**src/idti_pkg.sv**
```systemverilog
// ----------------------------------------------------------------------------
// Indent/dedent token inserter package
// Shared token kind codes, controller states and the command and status
// records that pass between the controller and the datapath.
// ----------------------------------------------------------------------------
`default_nettype none

package idti_pkg;

  localparam logic [1:0] KIND_ORD = 2'd0;
  localparam logic [1:0] KIND_NL  = 2'd1;
  localparam logic [1:0] KIND_END = 2'd2;

  typedef enum logic [2:0] {
    OK_ORD = 3'd0,
    OK_NL  = 3'd1,
    OK_IND = 3'd2,
    OK_DED = 3'd3,
    OK_END = 3'd4,
    OK_ERR = 3'd5
  } out_kind_t;

  typedef enum logic [3:0] {
    S_IDLE,
    S_DISPATCH,
    S_IND,
    S_ERR,
    S_DED,
    S_LOAD,
    S_CHECK,
    S_TOK,
    S_NL,
    S_END_DED,
    S_END
  } state_t;

  typedef struct packed {
    logic      capture;
    logic      emit;
    out_kind_t emit_kind;
    logic      emit_last;
    logic      push;
    logic      pop;
    logic      load_top;
    logic      end_reset;
    logic      set_pending;
    logic      clr_pending;
  } cmd_t;

  typedef struct packed {
    logic [1:0] kind;
    logic       pending;
    logic       col_gt_top;
    logic       col_eq_top;
    logic       count_gt1;
    logic       stack_full;
    logic       out_free;
  } status_t;

endpackage

`default_nettype wire

```
**src/idti_dp.sv**
```systemverilog
// ----------------------------------------------------------------------------
// Indent/dedent token inserter datapath
// Holds the accepted token, the column stack in a memory with its top cached
// in a register, the pending newline flag and the output register.
// ----------------------------------------------------------------------------
`default_nettype none

module idti_dp #(
  parameter int MAX_LEVELS  = 32,
  parameter int COLUMN_BITS = 10
) (
  input  wire logic             clk,
  input  wire logic             rst,
  input  wire idti_pkg::cmd_t   cmd,
  output idti_pkg::status_t     status,
  input  wire logic [1:0]       token_kind,
  input  wire logic [7:0]       token_code,
  input  wire logic [9:0]       column,
  input  wire logic [19:0]      line_number,
  output logic                  out_valid,
  input  wire logic             out_stall,
  output logic [2:0]            out_kind,
  output logic [7:0]            out_code,
  output logic [9:0]            out_column,
  output logic [19:0]           out_line,
  output logic                  last_of_run
);
  import idti_pkg::*;

  localparam int CW = $clog2(MAX_LEVELS + 1);
  localparam int AW = $clog2(MAX_LEVELS);

  logic [1:0]             kind_r;
  logic [7:0]             code_r;
  logic [9:0]             col_r;
  logic [19:0]            line_r;
  logic                   pending;
  logic [CW-1:0]          count;
  logic [COLUMN_BITS-1:0] top_col;
  logic [COLUMN_BITS-1:0] col_c;
  logic [COLUMN_BITS-1:0] mem [MAX_LEVELS];
  logic [COLUMN_BITS-1:0] rd_data;
  logic                   rd_zero;
  logic [CW-1:0]          pop_addr;
  logic                   out_free;
  out_kind_t              kind_q;

  assign col_c    = COLUMN_BITS'(col_r);
  assign pop_addr = count - CW'(2);
  assign out_free = !out_valid || !out_stall;

  always_comb begin
    status.kind       = kind_r;
    status.pending    = pending;
    status.col_gt_top = col_c > top_col;
    status.col_eq_top = col_c == top_col;
    status.count_gt1  = count > CW'(1);
    status.stack_full = count == CW'(MAX_LEVELS);
    status.out_free   = out_free;
  end

  always_ff @(posedge clk) begin
    if (cmd.capture) begin
      kind_r <= token_kind;
      code_r <= token_code;
      col_r  <= column;
      line_r <= line_number;
    end
  end

  always_ff @(posedge clk) begin
    if (cmd.push) begin
      mem[count[AW-1:0]] <= col_c;
    end
    if (cmd.pop) begin
      rd_data <= mem[pop_addr[AW-1:0]];
      rd_zero <= pop_addr == '0;
    end
  end

  always_ff @(posedge clk) begin
    if (rst) begin
      count   <= CW'(1);
      top_col <= '0;
      pending <= 1'b0;
    end else if (cmd.end_reset) begin
      count   <= CW'(1);
      top_col <= '0;
      pending <= 1'b0;
    end else begin
      if (cmd.set_pending) begin
        pending <= 1'b1;
      end else if (cmd.clr_pending) begin
        pending <= 1'b0;
      end
      if (cmd.push) begin
        count   <= count + CW'(1);
        top_col <= col_c;
      end else if (cmd.pop) begin
        count <= count - CW'(1);
      end else if (cmd.load_top) begin
        top_col <= rd_zero ? '0 : rd_data;
      end
    end
  end

  always_ff @(posedge clk) begin
    if (rst) begin
      out_valid <= 1'b0;
    end else if (cmd.emit) begin
      out_valid <= 1'b1;
    end else if (!out_stall) begin
      out_valid <= 1'b0;
    end
  end

  always_ff @(posedge clk) begin
    if (cmd.emit) begin
      kind_q      <= cmd.emit_kind;
      out_code    <= (cmd.emit_kind == OK_ORD) ? code_r : 8'd0;
      out_column  <= col_r;
      out_line    <= line_r;
      last_of_run <= cmd.emit_last;
    end
  end

  assign out_kind = kind_q;

endmodule

`default_nettype wire

```
**src/idti_ctrl.sv**
```systemverilog
// ----------------------------------------------------------------------------
// Indent/dedent token inserter controller
// Sequences one accepted request through its results: newline collapse,
// indent push, dedent pops with stack reads, error and end handling.
// ----------------------------------------------------------------------------
`default_nettype none

module idti_ctrl (
  input  wire logic               clk,
  input  wire logic               rst,
  input  wire logic               in_valid,
  output logic                    in_stall,
  input  wire idti_pkg::status_t  status,
  output idti_pkg::cmd_t          cmd
);
  import idti_pkg::*;

  state_t state;
  state_t state_next;

  always_ff @(posedge clk) begin
    if (rst) begin
      state <= S_IDLE;
    end else begin
      state <= state_next;
    end
  end

  always_comb begin
    state_next    = state;
    cmd           = '0;
    cmd.emit_kind = OK_ORD;
    in_stall      = state != S_IDLE;
    unique case (state)
      S_IDLE: begin
        if (in_valid) begin
          cmd.capture = 1'b1;
          state_next  = S_DISPATCH;
        end
      end
      S_DISPATCH: begin
        unique case (status.kind)
          KIND_NL: begin
            if (status.pending) begin
              state_next = S_IDLE;
            end else begin
              state_next = S_NL;
            end
          end
          KIND_ORD: begin
            if (!status.pending) begin
              state_next = S_TOK;
            end else begin
              cmd.clr_pending = 1'b1;
              if (status.col_gt_top) begin
                state_next = status.stack_full ? S_ERR : S_IND;
              end else if (!status.col_eq_top) begin
                state_next = S_DED;
              end else begin
                state_next = S_TOK;
              end
            end
          end
          KIND_END: begin
            state_next = S_END_DED;
          end
          default: begin
            state_next = S_IDLE;
          end
        endcase
      end
      S_NL: begin
        if (status.out_free) begin
          cmd.emit        = 1'b1;
          cmd.emit_kind   = OK_NL;
          cmd.emit_last   = 1'b1;
          cmd.set_pending = 1'b1;
          state_next      = S_IDLE;
        end
      end
      S_IND: begin
        if (status.out_free) begin
          cmd.emit      = 1'b1;
          cmd.emit_kind = OK_IND;
          cmd.push      = 1'b1;
          state_next    = S_TOK;
        end
      end
      S_ERR: begin
        if (status.out_free) begin
          cmd.emit      = 1'b1;
          cmd.emit_kind = OK_ERR;
          state_next    = S_TOK;
        end
      end
      S_DED: begin
        if (status.out_free) begin
          cmd.emit      = 1'b1;
          cmd.emit_kind = OK_DED;
          cmd.pop       = 1'b1;
          state_next    = S_LOAD;
        end
      end
      S_LOAD: begin
        cmd.load_top = 1'b1;
        state_next   = S_CHECK;
      end
      S_CHECK: begin
        if (status.count_gt1 && !status.col_gt_top && !status.col_eq_top) begin
          state_next = S_DED;
        end else if (!status.col_eq_top) begin
          state_next = S_ERR;
        end else begin
          state_next = S_TOK;
        end
      end
      S_TOK: begin
        if (status.out_free) begin
          cmd.emit      = 1'b1;
          cmd.emit_kind = OK_ORD;
          cmd.emit_last = 1'b1;
          state_next    = S_IDLE;
        end
      end
      S_END_DED: begin
        if (!status.count_gt1) begin
          state_next = S_END;
        end else if (status.out_free) begin
          cmd.emit      = 1'b1;
          cmd.emit_kind = OK_DED;
          cmd.pop       = 1'b1;
        end
      end
      S_END: begin
        if (status.out_free) begin
          cmd.emit      = 1'b1;
          cmd.emit_kind = OK_END;
          cmd.emit_last = 1'b1;
          cmd.end_reset = 1'b1;
          state_next    = S_IDLE;
        end
      end
      default: begin
        state_next = S_IDLE;
      end
    endcase
  end

endmodule

`default_nettype wire

```
**src/indent_dedent_token_inserter.sv**
```systemverilog
// ----------------------------------------------------------------------------
// Indent/dedent token inserter
// Turns a lexer token stream into one with NEWLINE, INDENT, DEDENT, END and
// indentation error results, using a stack of indentation columns.
//
// The input channel takes one token request (kind, code, column, line) when
// in_valid is high and in_stall is low. The output channel presents one
// result request at a time; it is taken when out_valid is high and out_stall
// is low, and last_of_run marks the final result of an input request.
// One request is handled at a time: the next is accepted only after the
// current one has issued all of its results. In a dedent run, each pop
// waits for a registered read of the column stack memory to refresh the
// cached top entry. End of input gives one DEDENT per open level, then
// END. A newline while one is pending and an unused kind give no result.
// Results leave through an output register; while out_stall holds a
// valid result there, the register holds and the sequencer waits before
// its next result. in_stall is high while a request is in progress.
// Reset empties the stack to its base column 0 and clears the pending
// newline; an END result does the same.
// ----------------------------------------------------------------------------
`default_nettype none

module indent_dedent_token_inserter #(
  parameter int MAX_LEVELS  = 32,
  parameter int COLUMN_BITS = 10
) (
  input  wire logic        clk,
  input  wire logic        rst,
  input  wire logic        in_valid,
  output logic             in_stall,
  input  wire logic [1:0]  token_kind,
  input  wire logic [7:0]  token_code,
  input  wire logic [9:0]  column,
  input  wire logic [19:0] line_number,
  output logic             out_valid,
  input  wire logic        out_stall,
  output logic [2:0]       out_kind,
  output logic [7:0]       out_code,
  output logic [9:0]       out_column,
  output logic [19:0]      out_line,
  output logic             last_of_run
);
  import idti_pkg::*;

  cmd_t    cmd;
  status_t status;

  idti_ctrl u_ctrl (
    .clk      (clk),
    .rst      (rst),
    .in_valid (in_valid),
    .in_stall (in_stall),
    .status   (status),
    .cmd      (cmd)
  );

  idti_dp #(
    .MAX_LEVELS  (MAX_LEVELS),
    .COLUMN_BITS (COLUMN_BITS)
  ) u_dp (
    .clk         (clk),
    .rst         (rst),
    .cmd         (cmd),
    .status      (status),
    .token_kind  (token_kind),
    .token_code  (token_code),
    .column      (column),
    .line_number (line_number),
    .out_valid   (out_valid),
    .out_stall   (out_stall),
    .out_kind    (out_kind),
    .out_code    (out_code),
    .out_column  (out_column),
    .out_line    (out_line),
    .last_of_run (last_of_run)
  );

endmodule

`default_nettype wire
```
**config.mk**
```make
export PLATFORM = sky130hd
export DESIGN_NAME = indent_dedent_token_inserter
export DESIGN_NICKNAME = d
export VERILOG_FILES = /design/src/idti_pkg.sv /design/src/idti_dp.sv /design/src/idti_ctrl.sv /design/src/indent_dedent_token_inserter.sv
export SDC_FILE = /design/constraint.sdc
export NUM_CORES = 1
export LEC_CHECK = 0
export ABC_AREA = 0
export BUFFER_PORTS_ARGS = -buffer_cell sky130_fd_sc_hd__buf_2
export CELL_PAD_IN_SITES_DETAIL_PLACEMENT = 0
export CELL_PAD_IN_SITES_GLOBAL_PLACEMENT = 1
export CORE_MARGIN = 8
export CORE_UTILIZATION = 30
export DETAILED_ROUTE_END_ITERATION = 8
export MAX_ROUTING_LAYER = met4
export PLACE_DENSITY = 0.58
export SLEW_MARGIN = 20
export SYNTH_ARGS = -nofsm -noshare
export SYNTH_HDL_FRONTEND = slang
export SYNTH_SLANG_ARGS = --single-unit
```
**constraint.sdc**
```tcl
create_clock -name clk -period 6.7 [get_ports clk]
set_input_delay 1.34 -clock clk [delete_from_list [all_inputs] [get_ports clk]]
set_output_delay 1.34 -clock clk [all_outputs]
set_load 0.02 [all_outputs]
```
==> run summary <==
The share of synthesized area occupied by flip-flops and latches is 0.757. The row count is 87. After routing the design area is 19800 um^2. The aggregate global-route resource usage is 0.130. The area of the die came out at 64400 um^2. The most common flop cell mapped by yosys is sky130_fd_sc_hd__edfxtp_1. The number of remaining DRC errors is 0. The post-layout minimum cycle time is 3610 ps.

The antenna diode instance count came out at 0. The final number of setup-violating endpoints came out at 0. The detailed-route vias per instance came out at 4.74. The count of boundary I/O pins came out at 88. The count of cell types in the netlist is 51. Counting flops and latches in the post-synthesis netlist gives 435. Max-cap violations in this run came to 0. STA classifies the critical path endpoint as a flip-flop.

The number of port buffers came out at 87. The worst stage delay on the critical path came out at 890 ps. The critical path starts at u_ctrl.state[1].

Hold timing on the final database bottoms out at a slack of 417 ps. The number of buffers between clock root and the deepest sink is 3. The maximum clock skew at final layout is 14.8 ps. The slack of the critical path is 3090 ps. The final count of pins violating max slew is 0. The area inside the core boundary came out at 56200 um^2. The count of cells resized by post-cts repair came out at 0. The clock latency of the later-clocked register in the worst-skew pair came out at 570 ps.

The post-place instance area is 18400 um^2. The number of buffers and inverters on the critical path is 0. The global placement routability congestion is 0.788. The residual antenna-violating net count after detailed routing is 0. By startpoint and endpoint, the worst setup path is classified as reg2reg. The die width is 254 um. The worst register-to-register path begins at u_ctrl.state[1]. TritonCTS created 47 clock buffers.

The data arrival time of the critical path is 3790 ps. The largest individual stage delay along the critical path comes from the cell sky130_fd_sc_hd__nor2_1. The initial antenna violation count came to 1. Across the VDD grid, the largest voltage drop is 0.204 mV. In the final layout, the share of cells above drive strength 1 is 0.293. In this run, synthesis inferred 413 flip-flops with an integrated enable.

The fmax came out at 0.277 GHz. The global route total overflow came out at 0. Setup repair after global routing left no endpoint under its margin.

Dividing the synthesized area by the synthesized cell count gives 20.0 um^2. Synthesis handed over a netlist of 847 instances. The kind of cell with the highest combined delay along the critical path is simple AND/OR/NAND/NOR gates. The worst hold path begins at u_dp.line_r[9]. For this run, the post-layout net count is 1025.

The detail-routed net length per standard cell is 23.0 um. The number of global-route vias before repair came to 8623. Leaving out fill and tap cells, the most frequent cells in the layout are 413 x sky130_fd_sc_hd__edfxtp_1, 100 x sky130_fd_sc_hd__mux4_2, 87 x sky130_fd_sc_hd__buf_2, 64 x sky130_fd_sc_hd__nor2_1, 49 x sky130_fd_sc_hd__clkbuf_16.

In this run the worst path has a maximum fanout of 19. After detailed routing, the total wire length is 40300 um. The hold buffer count at cts came out at 0. The number of clock sinks is 435. Compared with the post-synthesis result, the final layout area differs by 16.9%.

In this run the power density over the cells is 395 nW/um^2. The relative slew slack came out at 0.326. The worst hold path belongs to the class reg2reg. Before CTS, the worst setup slack after placement is 2500 ps.

The netlist area before placement is 17000 um^2. Total power for the finished layout comes to 7.82 mW. The sum of negative setup slack came out at 0 ps. The clock-pin slew of the registers on the worst-case setup and hold paths came out at 60 ps.

The flow ran to the end, and the final reports show no timing, DRC or antenna violations. The H-tree was split into 2 levels. The die boundary height came out at 254 um. STA classifies the critical path startpoint as a flip-flop. The starting density of the core came out at 0.302. The most common library cell in the layout ignoring fill and taps is sky130_fd_sc_hd__edfxtp_1. The period utilization is 0.539. Traced cell by cell, the critical path runs through nor2b_1, and3_1, nand2_1, nor2_1. The share of synthesized flip-flops with an asynchronous set or reset came out at 0. The total number of vias is 8335. The number of fill cells came out at 5291.

The largest net degree at the start of global routing came out at 55. For the worst setup path, the data required time is 6880 ps. The synthesis warning total came out at 0. The net count of the mapped netlist came out at 909. The first global-routing pass estimated 59900 um of wire. The number of detailed-routing iterations run before antenna repair is 5.

The DRC marker count from the first detailed-route iteration came out at 639. The tree is rooted in a sky130_fd_sc_hd__clkbuf_16. The leakage power summed over all cells is 6.36 nW.

At the pin with the least slew margin, the transition time is 1010 ps. Summed over all nets, the half-perimeter wirelength after detailed placement is 25100 um. The TritonCTS clock tree is done.

The count of endpoints failing hold in the final timing report came out at 0. The number of post-CTS setup repair buffers is 0.
## cell families after synthesis
kind of cell,synth area share
fa+ha+maj,0.0133
xor+xnor,0.00362
simple gates,0.0458
buf+inv,0.0151
compound gates,0.0241
flops,0.757
mux,0.141
## metrics by stage
step / std cells / utilization
after CTS: 1757 / 0.353
after global placement: 1669 / 0.326
after floorplan: 847 / -
final: 1757 / 0.353
after global routing: 1757 / 0.353
after detailed placement: 1670 / 0.327
## final timing paths
path	slack (ps)	cells past startpoint	endpoint
max	3090	4	u_dp.mem[21][8]
min	420	0	u_dp.out_line[9]
max reg2reg	3090	4	u_dp.mem[21][8]
min reg2reg	420	0	u_dp.out_line[9]
## layer usage
metal | routed length (um) | global-route usage
met1 | 17700 | 0.171
met2 | 19600 | 0.203
met3 | 2140 | 0.0287
met4 | 833 | 0.0356
met5 | 0 | -
## state kept, by name (all words and copies together), names as in the netlist, 2 cells and up
signal,cells
u_dp.out_column,10
u_dp.out_line,20
u_dp.col_c,10
u_dp.out_kind,3
u_dp.count,6
u_dp.top_col,10
u_ctrl.state,4
u_dp.line_r,20
u_dp.mem,320
u_dp.code_r,8
u_dp.kind_r,2
u_dp.rd_data,10
u_dp.out_code,8
## final cells by class
cell class | instances | area [um^2] | area share
Timing Repair Buffer | 107 | 609 | 0.0308
Clock inverter | 28 | 181 | 0.00916
Tap cell | 756 | 946 | 0.0477
Sequential cell | 435 | 12800 | 0.649
Multi-Input combinational cell | 352 | 3880 | 0.196
Inverter | 20 | 75.1 | 0.00379
Clock buffer | 59 | 1270 | 0.0643
## synthesized netlist by cell type, drive strengths merged, types with 2 or more instances
library cell | count | share of area
nor2b | 4 | 0.0015
clkbuf | 25 | 0.0055
dfxtp | 22 | 0.026
a211oi | 13 | 0.0061
o211a | 2 | 0.0012
mux2 | 10 | 0.0066
buf | 15 | 0.0052
o22a | 2 | 0.0010
mux4 | 100 | 0.13
nand4 | 2 | 0.00074
o21ai | 8 | 0.0024
nor2 | 66 | 0.015
a22o | 2 | 0.0010
nand3 | 6 | 0.0018
a21boi | 3 | 0.0013
nand2 | 22 | 0.0049
edfxtp | 413 | 0.73
ha | 18 | 0.013
or3 | 6 | 0.0022
or2 | 2 | 0.00074
a21oi | 12 | 0.0035
nor4 | 3 | 0.0011
xor2 | 3 | 0.0016
a31oi | 4 | 0.0015
and2 | 9 | 0.0033
xnor2 | 4 | 0.0021
inv | 20 | 0.0044
and4 | 2 | 0.0010
nor3b | 10 | 0.0044
nor3 | 14 | 0.0044
nand2b | 8 | 0.0030
mux2i | 2 | 0.0012
o22ai | 2 | 0.00074
and3 | 3 | 0.0011
## report_power, final
group	leakage [nW]	switching (mW)	internal [mW]	total, mW
logic	1.72	1.09	0.680	1.77
registers	3.92	0.160	3.45	3.61
clock network	0.718	1.03	1.42	2.44
(Power assumes the default switching activity.)
